<file path="src/hw/rtl/ics_pkg.sv">
package ics_pkg;

    localparam int TOTAL_WIDTH = 32;

    localparam logic [7:0] CHAR_ZERO  = 8'h30;
    localparam logic [7:0] CHAR_NINE  = 8'h39;
    localparam logic [7:0] CHAR_SPACE = 8'h20;
    localparam logic [7:0] CHAR_PLUS  = 8'h2B;
    localparam logic [7:0] CHAR_MINUS = 8'h2D;
    localparam logic [7:0] CHAR_STAR  = 8'h2A;

    typedef enum logic [2:0] {
        ST_IDLE,
        ST_FINISH,
        ST_WAIT,
        ST_POST,
        ST_EMIT
    } calc_state_t;

    typedef enum logic [1:0] {
        ALU_IDLE,
        ALU_MUL,
        ALU_DIV,
        ALU_FIX
    } alu_state_t;

    typedef enum logic [1:0] {
        PEND_NONE,
        PEND_MUL,
        PEND_DIV
    } pend_t;

    typedef enum logic [2:0] {
        CLS_SPACE,
        CLS_PLUS,
        CLS_MINUS,
        CLS_MUL,
        CLS_DIV
    } char_class_t;

    typedef struct packed {
        logic start;
        logic is_div;
    } alu_req_t;

    typedef struct packed {
        logic done;
        logic div_zero;
    } alu_sts_t;

endpackage

</file>
<file path="src/hw/rtl/infix_calc_stream_unit.sv">
// Streaming infix calculator. Each input word is one ASCII character of an
// expression made of unsigned decimal numbers, spaces and the operators + - * /
// (any other non-digit code counts as /); * and / bind tighter than + and -.
// The word flagged s_is_last closes the expression and produces one result
// word: the value wrapped to VALUE_WIDTH bits, given as its low 32 bits, and a
// sticky flag for any division by zero (which yields 0). Division truncates
// toward zero. A digit, or a space that ends no number, stays in ST_IDLE
// unless it is the last character. A space that ends a number, or an
// operator, passes through ST_FINISH and ST_POST, and through ST_WAIT as
// well when it closes the right operand of a pending * or /, since that
// operation runs one bit per cycle through the shared shift-and-add
// multiplier and restoring divider (a division by zero is flagged without
// stepping through them). The last character is followed by one more operand
// close, through ST_FINISH and, with a pending operation, ST_WAIT, and then
// ST_EMIT loads the output register. A result waiting in the output register
// does not stop further characters; only the next result waits.
module infix_calc_stream_unit #(
    parameter int VALUE_WIDTH = 32
) (
    input  logic                            aclk,
    input  logic                            aresetn,
    input  logic                            s_valid,
    output logic                            s_ready,
    input  logic [7:0]                      s_char_code,
    input  logic                            s_is_last,
    output logic                            m_valid,
    input  logic                            m_ready,
    output logic [ics_pkg::TOTAL_WIDTH-1:0] m_total,
    output logic                            m_div_zero
);

    localparam int TW = ics_pkg::TOTAL_WIDTH;

    ics_pkg::calc_state_t st_reg, st_next;
    ics_pkg::char_class_t cls_reg, cls_next;
    ics_pkg::pend_t       pend_reg, pend_next;
    logic                   final_reg, final_next;
    logic                   last_reg, last_next;
    logic [VALUE_WIDTH-1:0] sum_reg, sum_next;
    logic [VALUE_WIDTH-1:0] term_reg, term_next;
    logic [VALUE_WIDTH-1:0] num_reg, num_next;
    logic                   in_num_reg, in_num_next;
    logic                   minus_reg, minus_next;
    logic                   derr_reg, derr_next;
    logic                   m_valid_reg, m_valid_next;
    logic [TW-1:0]          m_total_reg, m_total_next;
    logic                   m_dz_reg, m_dz_next;

    ics_pkg::alu_req_t      alu_req;
    ics_pkg::alu_sts_t      alu_sts;
    logic [VALUE_WIDTH-1:0] alu_result;

    logic                   is_digit;
    logic [VALUE_WIDTH-1:0] num_x10;
    logic [VALUE_WIDTH-1:0] fold;
    ics_pkg::calc_state_t   after_st;

    ics_serial_alu #(
        .VALUE_WIDTH(VALUE_WIDTH)
    ) u_alu (
        .aclk   (aclk),
        .aresetn(aresetn),
        .req    (alu_req),
        .op_a   (term_reg),
        .op_b   (num_reg),
        .sts    (alu_sts),
        .result (alu_result)
    );

    assign is_digit = (s_char_code >= ics_pkg::CHAR_ZERO) && (s_char_code <= ics_pkg::CHAR_NINE);
    // Ten times the number as two shifted copies; the digit is the low nibble.
    assign num_x10  = (num_reg << 3) + (num_reg << 1) + VALUE_WIDTH'(s_char_code[3:0]);
    assign fold     = minus_reg ? (sum_reg - term_reg) : (sum_reg + term_reg);
    assign after_st = final_reg ? ics_pkg::ST_EMIT : ics_pkg::ST_POST;

    always_ff @(posedge aclk) begin
        if (!aresetn) begin
            st_reg      <= ics_pkg::ST_IDLE;
            final_reg   <= 1'b0;
            pend_reg    <= ics_pkg::PEND_NONE;
            sum_reg     <= '0;
            term_reg    <= '0;
            num_reg     <= '0;
            in_num_reg  <= 1'b0;
            minus_reg   <= 1'b0;
            derr_reg    <= 1'b0;
            m_valid_reg <= 1'b0;
        end else begin
            st_reg      <= st_next;
            final_reg   <= final_next;
            pend_reg    <= pend_next;
            sum_reg     <= sum_next;
            term_reg    <= term_next;
            num_reg     <= num_next;
            in_num_reg  <= in_num_next;
            minus_reg   <= minus_next;
            derr_reg    <= derr_next;
            m_valid_reg <= m_valid_next;
        end
        cls_reg     <= cls_next;
        last_reg    <= last_next;
        m_total_reg <= m_total_next;
        m_dz_reg    <= m_dz_next;
    end

    always_comb begin
        st_next        = st_reg;
        cls_next       = cls_reg;
        pend_next      = pend_reg;
        final_next     = final_reg;
        last_next      = last_reg;
        sum_next       = sum_reg;
        term_next      = term_reg;
        num_next       = num_reg;
        in_num_next    = in_num_reg;
        minus_next     = minus_reg;
        derr_next      = derr_reg;
        m_valid_next   = m_valid_reg && !m_ready;
        m_total_next   = m_total_reg;
        m_dz_next      = m_dz_reg;
        alu_req.start  = 1'b0;
        alu_req.is_div = (pend_reg == ics_pkg::PEND_DIV);
        unique case (st_reg)
            ics_pkg::ST_IDLE: begin
                if (s_valid) begin
                    last_next  = s_is_last;
                    final_next = 1'b0;
                    if (is_digit) begin
                        num_next    = num_x10;
                        in_num_next = 1'b1;
                        if (s_is_last) begin
                            final_next = 1'b1;
                            st_next    = ics_pkg::ST_FINISH;
                        end
                    end else if (s_char_code == ics_pkg::CHAR_SPACE) begin
                        cls_next = ics_pkg::CLS_SPACE;
                        // A space only matters when it closes a number or the expression.
                        if (in_num_reg) begin
                            st_next = ics_pkg::ST_FINISH;
                        end else if (s_is_last) begin
                            final_next = 1'b1;
                            st_next    = ics_pkg::ST_FINISH;
                        end
                    end else begin
                        if (s_char_code == ics_pkg::CHAR_PLUS) begin
                            cls_next = ics_pkg::CLS_PLUS;
                        end else if (s_char_code == ics_pkg::CHAR_MINUS) begin
                            cls_next = ics_pkg::CLS_MINUS;
                        end else if (s_char_code == ics_pkg::CHAR_STAR) begin
                            cls_next = ics_pkg::CLS_MUL;
                        end else begin
                            cls_next = ics_pkg::CLS_DIV;
                        end
                        st_next = ics_pkg::ST_FINISH;
                    end
                end
            end
            ics_pkg::ST_FINISH: begin
                // Close the current operand; a missing right operand reads as zero.
                if (pend_reg == ics_pkg::PEND_NONE) begin
                    if (in_num_reg) begin
                        term_next   = num_reg;
                        num_next    = '0;
                        in_num_next = 1'b0;
                    end
                    st_next = after_st;
                end else begin
                    alu_req.start = 1'b1;
                    st_next       = ics_pkg::ST_WAIT;
                end
            end
            ics_pkg::ST_WAIT: begin
                if (alu_sts.done) begin
                    term_next   = alu_result;
                    derr_next   = derr_reg | alu_sts.div_zero;
                    pend_next   = ics_pkg::PEND_NONE;
                    num_next    = '0;
                    in_num_next = 1'b0;
                    st_next     = after_st;
                end
            end
            ics_pkg::ST_POST: begin
                case (cls_reg)
                    ics_pkg::CLS_PLUS, ics_pkg::CLS_MINUS: begin
                        sum_next   = fold;
                        term_next  = '0;
                        minus_next = (cls_reg == ics_pkg::CLS_MINUS);
                    end
                    ics_pkg::CLS_MUL: begin
                        pend_next = ics_pkg::PEND_MUL;
                    end
                    ics_pkg::CLS_DIV: begin
                        pend_next = ics_pkg::PEND_DIV;
                    end
                    default: begin
                    end
                endcase
                if (last_reg) begin
                    final_next = 1'b1;
                    st_next    = ics_pkg::ST_FINISH;
                end else begin
                    st_next = ics_pkg::ST_IDLE;
                end
            end
            ics_pkg::ST_EMIT: begin
                if (!m_valid_reg || m_ready) begin
                    m_valid_next = 1'b1;
                    m_total_next = TW'(fold);
                    m_dz_next    = derr_reg;
                    sum_next     = '0;
                    term_next    = '0;
                    num_next     = '0;
                    in_num_next  = 1'b0;
                    minus_next   = 1'b0;
                    pend_next    = ics_pkg::PEND_NONE;
                    derr_next    = 1'b0;
                    final_next   = 1'b0;
                    st_next      = ics_pkg::ST_IDLE;
                end
            end
            default: begin
                st_next = ics_pkg::ST_IDLE;
            end
        endcase
    end

    assign s_ready    = (st_reg == ics_pkg::ST_IDLE);
    assign m_valid    = m_valid_reg;
    assign m_total    = m_total_reg;
    assign m_div_zero = m_dz_reg;

endmodule

</file>
<file path="src/hw/rtl/ics_serial_alu.sv">
module ics_serial_alu #(
    parameter int VALUE_WIDTH = 32
) (
    input  logic                   aclk,
    input  logic                   aresetn,
    input  ics_pkg::alu_req_t      req,
    input  logic [VALUE_WIDTH-1:0] op_a,
    input  logic [VALUE_WIDTH-1:0] op_b,
    output ics_pkg::alu_sts_t      sts,
    output logic [VALUE_WIDTH-1:0] result
);

    localparam int CW = $clog2(VALUE_WIDTH);

    ics_pkg::alu_state_t state_reg, state_next;
    logic [CW-1:0]          cnt_reg, cnt_next;
    // Product while multiplying, partial remainder while dividing.
    logic [VALUE_WIDTH-1:0] acc_reg, acc_next;
    // Multiplicand, or dividend shifting out as quotient bits shift in.
    logic [VALUE_WIDTH-1:0] opx_reg, opx_next;
    // Multiplier shifting right, or the divisor magnitude.
    logic [VALUE_WIDTH-1:0] opy_reg, opy_next;
    logic                   neg_reg, neg_next;
    logic                   done_reg, done_next;
    logic                   dz_reg, dz_next;
    logic [VALUE_WIDTH-1:0] result_reg, result_next;

    logic                   a_neg;
    logic                   b_neg;
    logic [VALUE_WIDTH-1:0] mag_a;
    logic [VALUE_WIDTH-1:0] mag_b;
    logic [VALUE_WIDTH-1:0] prod_sum;
    logic [VALUE_WIDTH:0]   rem_shift;
    logic [VALUE_WIDTH:0]   diff;
    logic                   fits;
    logic                   last_step;

    assign a_neg     = op_a[VALUE_WIDTH-1];
    assign b_neg     = op_b[VALUE_WIDTH-1];
    assign mag_a     = a_neg ? (VALUE_WIDTH'(0) - op_a) : op_a;
    assign mag_b     = b_neg ? (VALUE_WIDTH'(0) - op_b) : op_b;
    assign prod_sum  = acc_reg + opx_reg;
    assign rem_shift = {acc_reg, opx_reg[VALUE_WIDTH-1]};
    assign diff      = rem_shift - {1'b0, opy_reg};
    assign fits      = !diff[VALUE_WIDTH];
    assign last_step = (cnt_reg == CW'(VALUE_WIDTH - 1));

    always_ff @(posedge aclk) begin
        if (!aresetn) begin
            state_reg <= ics_pkg::ALU_IDLE;
            done_reg  <= 1'b0;
        end else begin
            state_reg <= state_next;
            done_reg  <= done_next;
        end
        cnt_reg    <= cnt_next;
        acc_reg    <= acc_next;
        opx_reg    <= opx_next;
        opy_reg    <= opy_next;
        neg_reg    <= neg_next;
        dz_reg     <= dz_next;
        result_reg <= result_next;
    end

    always_comb begin
        state_next  = state_reg;
        cnt_next    = cnt_reg;
        acc_next    = acc_reg;
        opx_next    = opx_reg;
        opy_next    = opy_reg;
        neg_next    = neg_reg;
        dz_next     = dz_reg;
        result_next = result_reg;
        done_next   = 1'b0;
        unique case (state_reg)
            ics_pkg::ALU_IDLE: begin
                if (req.start) begin
                    cnt_next = '0;
                    acc_next = '0;
                    dz_next  = 1'b0;
                    if (!req.is_div) begin
                        opx_next   = op_a;
                        opy_next   = op_b;
                        state_next = ics_pkg::ALU_MUL;
                    end else if (mag_b == '0) begin
                        result_next = '0;
                        dz_next     = 1'b1;
                        done_next   = 1'b1;
                    end else begin
                        opx_next   = mag_a;
                        opy_next   = mag_b;
                        neg_next   = a_neg ^ b_neg;
                        state_next = ics_pkg::ALU_DIV;
                    end
                end
            end
            ics_pkg::ALU_MUL: begin
                if (opy_reg[0]) begin
                    acc_next = prod_sum;
                end
                opx_next = opx_reg << 1;
                opy_next = opy_reg >> 1;
                cnt_next = cnt_reg + CW'(1);
                if (last_step) begin
                    result_next = opy_reg[0] ? prod_sum : acc_reg;
                    done_next   = 1'b1;
                    state_next  = ics_pkg::ALU_IDLE;
                end
            end
            ics_pkg::ALU_DIV: begin
                // The partial remainder stays below the divisor, so its top bit is always clear.
                acc_next = fits ? diff[VALUE_WIDTH-1:0] : rem_shift[VALUE_WIDTH-1:0];
                opx_next = {opx_reg[VALUE_WIDTH-2:0], fits};
                cnt_next = cnt_reg + CW'(1);
                if (last_step) begin
                    state_next = ics_pkg::ALU_FIX;
                end
            end
            ics_pkg::ALU_FIX: begin
                // The most negative value over minus one wraps back onto itself here.
                result_next = neg_reg ? (VALUE_WIDTH'(0) - opx_reg) : opx_reg;
                done_next   = 1'b1;
                state_next  = ics_pkg::ALU_IDLE;
            end
            default: begin
                state_next = ics_pkg::ALU_IDLE;
            end
        endcase
    end

    assign sts.done     = done_reg;
    assign sts.div_zero = dz_reg;
    assign result       = result_reg;

endmodule

</file>
<file path="config.mk">
export PLATFORM = sky130hd
export DESIGN_NAME = infix_calc_stream_unit
export DESIGN_NICKNAME = d
export VERILOG_FILES = /design/src/hw/rtl/ics_pkg.sv /design/src/hw/rtl/infix_calc_stream_unit.sv /design/src/hw/rtl/ics_serial_alu.sv
export SDC_FILE = /design/constraint.sdc
export NUM_CORES = 1
export LEC_CHECK = 0
export ABC_AREA = 1
export BUFFER_PORTS_ARGS = -buffer_cell sky130_fd_sc_hd__buf_4
export CAP_MARGIN = 0
export CORE_MARGIN = 3
export CORE_UTILIZATION = 44
export CTS_BUF_LIST = sky130_fd_sc_hd__clkbuf_8
export DETAILED_ROUTE_END_ITERATION = 10
export MAX_ROUTING_LAYER = met4
export SLEW_MARGIN = 10
export SYNTH_ARGS = -nofsm -noshare
export SYNTH_HDL_FRONTEND = slang
export SYNTH_HIERARCHICAL = 1
export SYNTH_SLANG_ARGS = --single-unit
</file>
<file path="constraint.sdc">
create_clock -name aclk -period 9 [get_ports aclk]
set_input_delay 0.45 -clock aclk [delete_from_list [all_inputs] [get_ports aclk]]
set_output_delay 0.45 -clock aclk [all_outputs]
set_load 0.03 [all_outputs]
</file>
# [Word-level counts from Yosys, hierarchy flattened]
# Index checks and enable logic that the tools add are counted.
[word_totals] reg_bits=281 inputBits=13 word_cells=203
[op_classes] addsub=10 magnitude_cmp=2 n_eq_ne=32 muxes=87 bitwise_logic=4 reduce_logical=43
[ops] cell="$mux W32" count=28
[ops] cell="$pmux W32 S3" count=3
[ops] cell="$pmux W32 S4" count=2
[ops] cell="$pmux W32 S2" count=2
[ops] cell="$add A32 B32 Y32" count=3
[ops] cell="$sub A1 B32 Y32 const A" count=3
[ops] cell="$sub A33 B32 Y33" count=1
[ops] cell="$add A32 B4 Y32" count=1
[ops] cell="$eq A8 B6 Y1 const B" count=4
[ops] cell="$logic_not A32 Y1" count=1
[ops] cell="$sub A32 B32 Y32" count=1
[ops] cell="$mux W3" count=10
[ops] cell="$mux W1" count=23
[ops] cell="$reduce_and A3 Y1" count=6
[ops] cell="$mux W2" count=8
[ops] cell="$reduce_and A4 Y1" count=4
[ops] cell="$pmux W3 S5" count=1
[ops] cell="$ne A2 B1 Y1 const B" count=7
[ops] cell="$eq A3 B2 Y1 const B" count=4
[ops] cell="$ne A2 B2 Y1 const B" count=6
[ops] cell="$reduce_and A6 Y1" count=2
[ops] cell="$reduce_bool A3 Y1" count=4
[ops] cell="$pmux W5 S2" count=1
[ops] cell="$reduce_and A2 Y1" count=5
[ops] cell="31 further kinds" count=48

# [Logic depth before layout (Yosys ltp)]
# Gate-level depths: netlist (run 1).
[logic_depth] word_depth=7 mapped_depth=22

# [Modules after synthesis]
# Netlist (run 1), hierarchy kept.
[modules_own_cells] mod="ics_serial_alu" n_inst=1 cells_each=1961 area_each_um2=13196.4 seq_area_each_um2=4113.9
[modules_own_cells] mod="infix_calc_stream_unit" n_inst=1 cells_each=1790 area_each_um2=11409.7 seq_area_each_um2=3233.1

# [Least setup slack after synthesis (run 1)]
# OpenSTA, ideal clock, no wires.
[synth_timing] path_type="register to register" start="register u_alu.state_reg[0]" end="register u_alu.opx_reg[0] (enable)" arrival_time_ps=4444 required_ps=8613 slack_ps=4169 stages_incl_launch_ff=7 path_buffers=0 synth_period_minus_slack_ps=4831 path_cell_list="dfxtp_1 inv_1 ha_1 clkinv_1 o21ai_0 nand2_1 inv_1"
[synth_via] elab_chain_cells=3
[synth_rtl] item="start: declaration" line_no="ics_serial_alu.sv:15" text="ics_pkg::alu_state_t state_reg, state_next;"
[synth_rtl] item="start signal: assignment" line_no="ics_serial_alu.sv:50" text="state_reg <= ics_pkg::ALU_IDLE;"
[synth_rtl] item="start signal: assignment" line_no="ics_serial_alu.sv:53" text="state_reg <= state_next;"
[synth_rtl] item="$eq A2 B1 Y1 (tied with other cells)" line_no="ics_serial_alu.sv:75" text="unique case (state_reg)"
[synth_rtl] item="$reduce_bool A3 Y1 (no source line) (tied with other cells)"
[synth_rtl] item="$reduce_and A3 Y1 (no source line) *"
[synth_rtl] item="end signal: assignment" line_no="ics_serial_alu.sv:58" text="opx_reg <= opx_next;"
[synth_rtl] item="end: declaration" line_no="ics_serial_alu.sv:20" text="logic [VALUE_WIDTH-1:0] opx_reg, opx_next;"
# Mark *: on every way between the ends. The rest lies on a longest branch, timed or not.
# A chain may end at the register's enable or synchronous reset.

# [Worst setup path in the final report (run 1)]
[layout_timing] start="register minus_reg" end="register m_total_reg[28], in the netlist m_total[28] (data pin)"
[layout_via] elab_chain_cells=1
[layout_rtl] item="start: declaration" line_no="infix_calc_stream_unit.sv:43" text="logic minus_reg, minus_next;"
[layout_rtl] item="start signal: assignment" line_no="infix_calc_stream_unit.sv:96" text="minus_reg <= minus_next;"
[layout_rtl] item="$mux W32" line_no="infix_calc_stream_unit.sv:73" text="assign fold = minus_reg ? (sum_reg - term_reg) : (sum_reg + term_reg);"
[layout_rtl] item="named net fold[28]" line_no="infix_calc_stream_unit.sv:55" text="logic [VALUE_WIDTH-1:0] fold;"
[layout_rtl] item="end signal: assignment" line_no="infix_calc_stream_unit.sv:102" text="m_total_reg <= m_total_next;"
[layout_rtl] item="end: declaration" line_no="infix_calc_stream_unit.sv:46" text="logic [TW-1:0] m_total_reg, m_total_next;"
# The timed path passes the listed nets, and every way through them passes these cells.

==> flow_summary.json, run 1 <==
{
  "status": "finished clean",
  "fill_cells": 5812,
  "p_sw_share_pct": 51.3,
  "syn_nets": 3931,
  "yosysWarnings": 6,
  "ys_ff_latch": 281,
  "synthMostInstantiatedCell": "nand2_1",
  "grt_setup_unrepaired": "false",
  "hold_class": "in -> reg",
  "start_util_pct": 44.6,
  "synthArstFlopShare_pct": 0,
  "cts_made_buffers": 53,
  "finalSetupViolCount": 0,
  "crit_start": "minus_reg$_SDFFE_PN0P_",
  "grt_pass1_wl_mm": 133,
  "power_density_nw_per_um2": 294,
  "pin_count": 48,
  "synth_area_per_cell_um2": 6.56,
  "busiest_layer": "met2",
  "startpoint_type": "flop",
  "finalClockSkew_ps": 36.9,
  "synth-compound-area-share_pct": 16.1,
  "grt.total_usage_pct": 29.7,
  "synth_cell_type_count": 60,
  "worst-path-max-fanout": 18,
  "core.rowCount": 86,
  "fin_nets": 3955,
  "netlist_area_um2": 24600,
  "period_share_pct": 42.6,
  "r2r-start": "minus_reg$_SDFFE_PN0P_",
  "hold_viol": 0,
  "clockPowerShare_pct": 17.0,
  "p_int_mw": 3.83,
  "cts-root-buf": "clkbuf_8",
  "fmax_mhz": 261,
  "use_met3_pct": 3.94,
  "maxCapViolCount": 0,
  "synth_ff_type": "edfxtp_1",
  "first_pass_iters": 6,
  "path_clk_slew_ps": 60,
  "synth-seq-area-share_pct": 29.9,
  "postLayoutCellArea_um2": 26700,
  "pwr-share-comb_pct": 57.3,
  "tightest_slew_ps": 998,
  "synth_top_family_by_area": "simple AND/OR/NAND/NOR gates",
  "path_class": "reg -> reg",
  "ff2ff_setup_slack_ps": 5160,
  "dieArea_um2": 58800,
  "peakVddDrop_uv": 150,
  "synth_common_cells": "1033 x nand2_1, 519 x inv_1, 351 x nor2_1",
  "antenna_found_initial": 1,
  "timing.rr.end": "m_total[28]$_DFFE_PP_",
  "clock_latency_ps": 670,
  "cts_num_sinks": 281,
  "crit_required_ps": 9420,
  "power.leakage_nw": 12.8,
  "ctsHtreeMaxLevel": 2,
  "synth_edf_count": 172,
  "gp_congestion": 1.02,
  "drive_gt1_share_pct": 6.18,
  "synth_largest_area_cell": "edfxtp_1",
  "cts.path.max_buffers": 3,
  "worstHoldEndpoint": "m_valid$_SDFF_PN0_",
  "synthMuxAreaShare_pct": 0,
  "post_cts_resized": 0,
  "port_buffers": 47,
  "holdBufCountCts": 1,
  "coreArea_um2": 55200,
  "num_vias": 24839,
  "chipHeight_um": 242,
  "min_period_ps": 3840,
  "synthTopCellsByArea": "edfxtp_1 21%, nand2_1 16%, dfxtp_1 8.9%",
  "yosys.area_share.simple_pct": 31.8,
  "p_total_mw": 7.85,
  "slew_viol_final": 0,
  "first_iter_violations": 2334,
  "whs_path_depth": 4,
  "globalRouteOverflowTotal": 0,
  "wl_per_cell_um": 19.0,
  "hp-start": "m_ready",
  "cts_tree": "built",
  "rr_worst_depth": 15,
  "p_sw_mw": 4.02,
  "dpl_cell_area_um2": 25600,
  "synth_xor_area_share_pct": 3.55,
  "ant_nets": 0,
  "viasPerCell": 5.44,
  "grt_pass1_vias": 22858,
  "slew_headroom_pct": 33.4,
  "regArea_um2": 7350,
  "end_kind": "flop",
  "multi_input_area_um2": 14800,
  "holdWs_ps": 82.5,
  "synthAdderAreaFrac_pct": 8.64,
  "p_seq_share_pct": 25.7,
  "post-dp-hpwl_mm": 67.7,
  "synthCells": 3751,
  "post-route-drc-count": 0,
  "area_growth_pct": 8.67,
  "tns_ps": 0,
  "dieWidth_um": 242,
  "met2_usage_pct": 48.2,
  "critPathArrivalTime_ps": 4260,
  "grt_max_degree": 54,
  "grt.met1_usage_pct": 37.8,
  "post-cts-setup-buffer-count": 0,
  "yosysTopAreaCellShare_pct": 21.0,
  "routed_wl_mm": 87.0
}
==> cell type report <==
cell class / instances / share of cell area [%]
clock inverters: 35 / 0.814
inverters: 541 / 7.59
well taps: 748 / 3.50
clock buffers: 64 / 3.29
repair buffers: 70 / 1.97
flip-flops and latches: 281 / 27.5
diodes: 1 / 0.00936
multi-input cells: 2828 / 55.3
==> cell usage in the layout, fill, tap and decap left out, types with 30 or more instances in the layout <==
cell      Yosys  layout
nand2_1    1033    1033
xnor2_1      30      30
inv_1       519     531
nand4_1      38      38
o21ai_0     255     254
nor2_1      351     348
buf_4         5      69
nor3_1       50      50
clkbuf_8      0      64
ha_1        162     161
dfxtp_1     109     109
xor2_1       68      68
edfxtp_1    172     172
nand3_1     249     249
a21oi_1     333     333
==> power groups by stage <==
| stage | Combinational, mW | Clock (mW) | Sequential [mW] |
|---|---|---|---|
| after floorplan | 3.28 | 0 | 1.91 |
| after global placement | 4.44 | 0 | 2.03 |
| after detailed placement | 4.42 | 0 | 2.03 |
| after CTS | 4.45 | 1.36 | 2.01 |
| after global routing | 5.01 | 1.41 | 2.04 |
| final | 4.50 | 1.33 | 2.02 |
==> critical path, cell delays in order, from the launching register on <==
cell	delay, ps
dfxtp_1	660
clkinv_1	550
nand2_1	260
o21ai_0	150
xor2_1	160
inv_1	70
ha_1	330
nand2_1	90
nand2_1	80
a21oi_1	310
nand2_1	220
nand2_1	100
nand2_1	120
nand2_1	200
nand3b_1	110
and2_1	160
==> how the worst max path moves through the flow <==
stage,to,depth (start not counted)
final,m_total[28]$_DFFE_PP_,15
after global placement,u_alu/acc_reg[21]$_DFFE_PP_,15
after detailed placement,m_total[28]$_DFFE_PP_,15
after global routing,m_total[28]$_DFFE_PP_,15
after CTS,m_total[28]$_DFFE_PP_,15
after floorplan,u_alu/opx_reg[0]$_DFFE_PP_,6
==> stage by stage <==
step	setup WS (ps)	utilization (%)	std cells
2_1_floorplan	4170	-	3751
3_3_place_gp	5260	46.4	4467
3_5_place_dp	5260	46.4	4467
4_1_cts	5260	48.4	4567
5_1_grt	4830	48.4	4568
6_report	5160	48.4	4568
==> per-layer routing <==
metal	part of all wire, %	vias to the layer above
met5	0	-
met4	3.9	0
met3	6.8	143
met2	47	897
met1	43	11376
li1	-	12423
==> logic make-up (layout without fill, tap and decap cells) <==
family | Yosys count | count (layout)
simple gates | 1837 | 1837
flops | 281 | 281
fa+ha+maj | 167 | 167
other cells | 0 | 1
compound gates | 725 | 725
xor+xnor | 99 | 99
buf+inv | 642 | 710
Power figures use the tool's default switching activity.
==> inputs of run 2 (changes only) <==
==> constraint.sdc (replaced) <==
create_clock -name aclk -period 3.65 [get_ports aclk]
set_input_delay 0.1825 -clock aclk [delete_from_list [all_inputs] [get_ports aclk]]
set_output_delay 0.1825 -clock aclk [all_outputs]
set_load 0.03 [all_outputs]
==> run 2 against run 1 <==
Compared with the run above:
- register-to-register slack worse by 5000 ps
- hold slack gained 10 ps
- critical path depth is 5 lower
- count of clock-buffer cells in the layout decreased by 1
- clock skew increased by 1.8 ps
- die area unchanged
- cell area grew 2.2%
- cell count grew 1.2%
- critical endpoint is now u_alu/result[28]$_DFFE_PP_
==> flow_summary.json, run 2 (same netlist as run 1, synthesis figures left out) <==
{
  "status": "finished clean",
  "start_util_pct": 44.6,
  "clock_latency_ps": 670,
  "tightest_slew_ps": 965,
  "grt.total_usage_pct": 29.1,
  "chipHeight_um": 242,
  "min_period_ps": 3470,
  "cts_num_sinks": 281,
  "ff2ff_setup_slack_ps": 180,
  "ctsHtreeMaxLevel": 2,
  "num_vias": 24720,
  "post-cts-setup-buffer-count": 0,
  "pin_count": 48,
  "peakVddDrop_uv": 337,
  "grt_max_degree": 52,
  "startpoint_type": "flop",
  "post-dp-hpwl_mm": 67.2,
  "gp_congestion": 0.959,
  "slew_headroom_pct": 35.0,
  "fmax_mhz": 288,
  "cts_tree": "built",
  "final_common_cell": "nand2_1",
  "path_class": "reg -> reg",
  "globalRouteOverflowTotal": 0,
  "hold_viol": 0,
  "first_pass_iters": 6,
  "hold_class": "in -> reg",
  "whs_path_depth": 5,
  "core.rowCount": 86,
  "slew_viol_final": 0,
  "viasPerCell": 5.35,
  "dieArea_um2": 58800,
  "slowest_stage": "edfxtp_1",
  "power_density_nw_per_um2": 725,
  "cts_made_buffers": 54,
  "finalSetupViolCount": 0,
  "end_kind": "flop",
  "grt_pass1_vias": 23070,
  "first_iter_violations": 2122,
  "drive_gt1_share_pct": 7.47,
  "routed_wl_mm": 85.1,
  "power.leakage_nw": 13.1,
  "postLayoutCellArea_um2": 27300,
  "worst-path-max-fanout": 5,
  "crit_path_frequent_cell": "nand2_1",
  "grt_pass1_wl_mm": 131,
  "final_core_utilization_pct": 49.5,
  "wl_per_cell_um": 18.4,
  "crit_chain": "ha_1 -> nand2_1 -> nor4_1 -> nand3_1 -> nand3_1 -> a31oi_1 -> nand2_1 -> nand2_1 -> o21ai_0 -> o21ai_1",
  "cts.path.max_buffers": 3,
  "cts-root-buf": "clkbuf_8",
  "dpl_cell_area_um2": 26000,
  "area_growth_pct": 11.1,
  "path_clk_slew_ps": 70,
  "rr_worst_depth": 10,
  "period_share_pct": 95.2,
  "maxCapViolCount": 0,
  "fin_nets": 4006,
  "finalClockSkew_ps": 38.7,
  "coreArea_um2": 55200,
  "ant_nets": 0,
  "max_stage_delay_ps": 530,
  "post-route-drc-count": 0,
  "port_buffers": 47,
  "antenna_found_initial": 1,
  "dieWidth_um": 242,
  "crit_required_ps": 3970,
  "final_cell_mix": "1033 x nand2_1, 530 x inv_1, 344 x nor2_1",
  "critPathArrivalTime_ps": 3790
}
run 2: through the flow:
stage | worst slack, ps | cells | hold WS (ps) | power [mW] | setup TNS [ps]
floorplan | 250 | 3751 | 281 | 12.8 | 0
global placement | 230 | 4506 | 401 | 16.1 | 0
detailed placement | 178 | 4506 | 399 | 16.1 | 0
CTS | 177 | 4619 | 8.43 | 19.7 | 0
global route | -7.59 | 4621 | 73.7 | 21.4 | -13.9
finish | 177 | 4621 | 92.5 | 19.8 | 0
run 2: path summary, 6_finish.rpt:
path,start,end
min reg2reg,derr_reg$_SDFFE_PN0P_,m_div_zero$_DFFE_PP_
max,u_alu/opx_reg[10]$_DFFE_PP_,u_alu/result[28]$_DFFE_PP_
min,s_char_code[6],cls_reg[2]$_SDFFCE_PP0P_
max reg2reg,u_alu/opx_reg[10]$_DFFE_PP_,u_alu/result[28]$_DFFE_PP_
run 2: cell type report:
class / count / area (um2)
Fill cell: 5759 / 27900
Multi-Input combinational cell: 2828 / 14800
Sequential cell: 281 / 7350
Inverter: 541 / 2030
Timing Repair Buffer: 120 / 968
Tap cell: 748 / 936
Clock buffer: 63 / 867
Clock inverter: 38 / 354
Antenna cell: 2 / 5.00
run 2: report_power, final:
part	total [mW]	switching (mW)	internal, mW
Combinational	11.3	7.70	3.63
Sequential	4.91	0.635	4.27
Clock	3.58	1.55	2.03
run 2: critical path, delay by kind of cell (launching register included):
| kind | cells | cell delay, ps |
|---|---|---|
| DFF | 1 | 530 |
| AOI/OAI and AO/OA | 3 | 1120 |
| adders and majority gates | 1 | 420 |
| and+or+nand+nor | 6 | 1050 |
run 2: metal layers:
metal	up-vias	track usage [%]	wire (um)
met5	-	-	0
met4	0	14.3	4540
met3	168	3.07	4920
met2	706	45.9	38200
met1	11288	37.3	37500
li1	12558	-	-
run 2: repair_timing:
item	CTS	global route
resized for setup	0	8
hold buffers	12	0
setup endpoints to repair	0	13
hold endpoints to repair	34	0
==> inputs of run 3 (changes only) <==
--- a/config.mk
+++ b/config.mk
@@ -6,12 +6,12 @@
 export NUM_CORES = 1
 export LEC_CHECK = 0
 export ABC_AREA = 1
-export BUFFER_PORTS_ARGS = -buffer_cell sky130_fd_sc_hd__buf_4
 export CAP_MARGIN = 0
 export CORE_MARGIN = 3
 export CORE_UTILIZATION = 44
 export CTS_BUF_LIST = sky130_fd_sc_hd__clkbuf_8
 export DETAILED_ROUTE_END_ITERATION = 10
+export DONT_BUFFER_PORTS = 1
 export MAX_ROUTING_LAYER = met4
 export SLEW_MARGIN = 10
 export SYNTH_ARGS = -nofsm -noshare
==> run 3 against run 2 <==
Compared with the run above:
- count of clock-buffer cells in the layout fell by 5
- non-clock buffer count decreased by 35
- die area is the same
- critical path depth grew 9
- fmax is 4.9% higher
- clock power fell by 15%
- power fell by 0.93%
- routed wire length increased by 1.5%
- critical endpoint is now m_total[27]$_DFFE_PP_
==> flow_summary.json, run 3 (same netlist as run 1, synthesis figures left out) <==
{
  "end_kind": "flop",
  "power_density_nw_per_um2": 731,
  "ant_nets": 0,
  "slew_headroom_pct": 35.0,
  "path_class": "reg -> reg",
  "cts_made_buffers": 52,
  "fmax_mhz": 302,
  "cts_tree": "built",
  "first_pass_iters": 5,
  "fin_nets": 3969,
  "crit_required_ps": 4100,
  "post-cts-setup-buffer-count": 0,
  "critPathArrivalTime_ps": 3760,
  "clock_latency_ps": 700,
  "drive_gt1_share_pct": 6.03,
  "peakVddDrop_uv": 315,
  "core.rowCount": 86,
  "final_common_cell": "nand2_1",
  "holdWs_ps": 77.9,
  "postLayoutCellArea_um2": 26900,
  "antenna_found_initial": 1,
  "post-dp-hpwl_mm": 68.0,
  "dieArea_um2": 58800,
  "dp_slack_ps": 177,
  "chipHeight_um": 242,
  "finalClockSkew_ps": 52.2,
  "cts_num_sinks": 281,
  "post-route-drc-count": 0,
  "wl_per_cell_um": 18.9,
  "pin_count": 48,
  "num_vias": 24824,
  "grt_pass1_wl_mm": 132,
  "dpl_cell_area_um2": 25700,
  "gp_congestion": 1.00,
  "finalSetupViolCount": 0,
  "grt_pass1_vias": 22769,
  "hold_class": "in -> reg",
  "power.leakage_nw": 12.9,
  "min_period_ps": 3310,
  "routed_wl_mm": 86.4,
  "maxCapViolCount": 0,
  "port_buffers": 0,
  "slew_viol_final": 0,
  "start_util_pct": 44.6,
  "period_share_pct": 90.7,
  "coreArea_um2": 55200,
  "grt_max_degree": 44,
  "grt.total_usage_pct": 29.4,
  "cts.path.max_buffers": 3,
  "tightest_slew_ps": 972,
  "viasPerCell": 5.42,
  "globalRouteOverflowTotal": 0,
  "first_iter_violations": 2226,
  "area_growth_pct": 9.19,
  "startpoint_type": "flop",
  "cts-root-buf": "clkbuf_8",
  "worst-path-max-fanout": 5,
  "hold_viol": 0,
  "tns_ps": 0,
  "path_clk_slew_ps": 60,
  "dieWidth_um": 242,
  "ctsHtreeMaxLevel": 2,
  "final_cell_mix": "1033 x nand2_1, 534 x inv_1, 346 x nor2_1",
  "setup_ws_ps": 339,
  "status": "finished clean"
}
==> run 3: path summary, 6_finish.rpt <==
kind,startpoint,slack [ps],depth (start not counted),to
hold reg to reg,derr_reg$_SDFFE_PN0P_,450,0,m_div_zero$_DFFE_PP_
hold / removal,s_char_code[3],80,5,num_reg[4]$_SDFFE_PN0P_
setup reg to reg,term_reg[0]$_SDFFE_PN0P_,340,19,m_total[27]$_DFFE_PP_
setup / recovery,term_reg[0]$_SDFFE_PN0P_,340,19,m_total[27]$_DFFE_PP_
==> run 3: per-stage QoR <==
| step | utilization, % | power (mW) | cells |
|---|---|---|---|
| after CTS | 48.6 | 19.5 | 4580 |
| final | 48.7 | 19.6 | 4582 |
| after global routing | 48.7 | 21.2 | 4581 |
| after global placement | 46.5 | 16.4 | 4466 |
| after detailed placement | 46.5 | 16.4 | 4466 |
| after floorplan | - | 12.8 | 3751 |
==> run 3: layer usage <==
layer	vias to the layer above	routed length [um]	track usage, %
met3	182	4850	3.54
li1	12462	-	-
met2	776	40600	48.5
met1	11404	38000	37.7
met5	-	0	-
met4	0	3060	9.46
==> run 3: power by group <==
part           internal (mW)  total (mW)  leakage, nW  switching, mW
combinational           3.67        11.6         9.79           7.96
sequential              4.28        4.97         2.48          0.692
clock                   1.54        3.03        0.583           1.49
==> run 3: cell type report <==
class                           count  area, um2
Multi-Input combinational cell   2828      14800
Clock inverter                     39        218
Fill cell                        5861      28300
Clock buffer                       58        798
Antenna cell                        2       5.00
Timing Repair Buffer               85        718
Sequential cell                   281       7350
Inverter                          541       2030
Tap cell                          748        936
==> run 3: worst max-delay path: stages, from the launching register on <==
cell and delay, ps:
dfxtp_1 320, inv_1 100, ha_1 170, nand3_1 140, nor2_2 160, nand2_1 140, nor2_4 140, a21oi_1 100
nor2_1 160, nand2_1 90, xor2_1 160, ha_1 390, nand2_1 160, nor2_1 200, and3_1 190, and2_1 120
nand2_1 70, nand2_1 70, nand2_1 60, and2_1 140
==> run 3: repair_timing <==
item / 4_1_cts / 5_1_grt
endpoints found under the setup margin: 0 / 13
gates resized for setup: 0 / 6
hold buffers: 17 / 0
hold endpoints to repair: 60 / 0
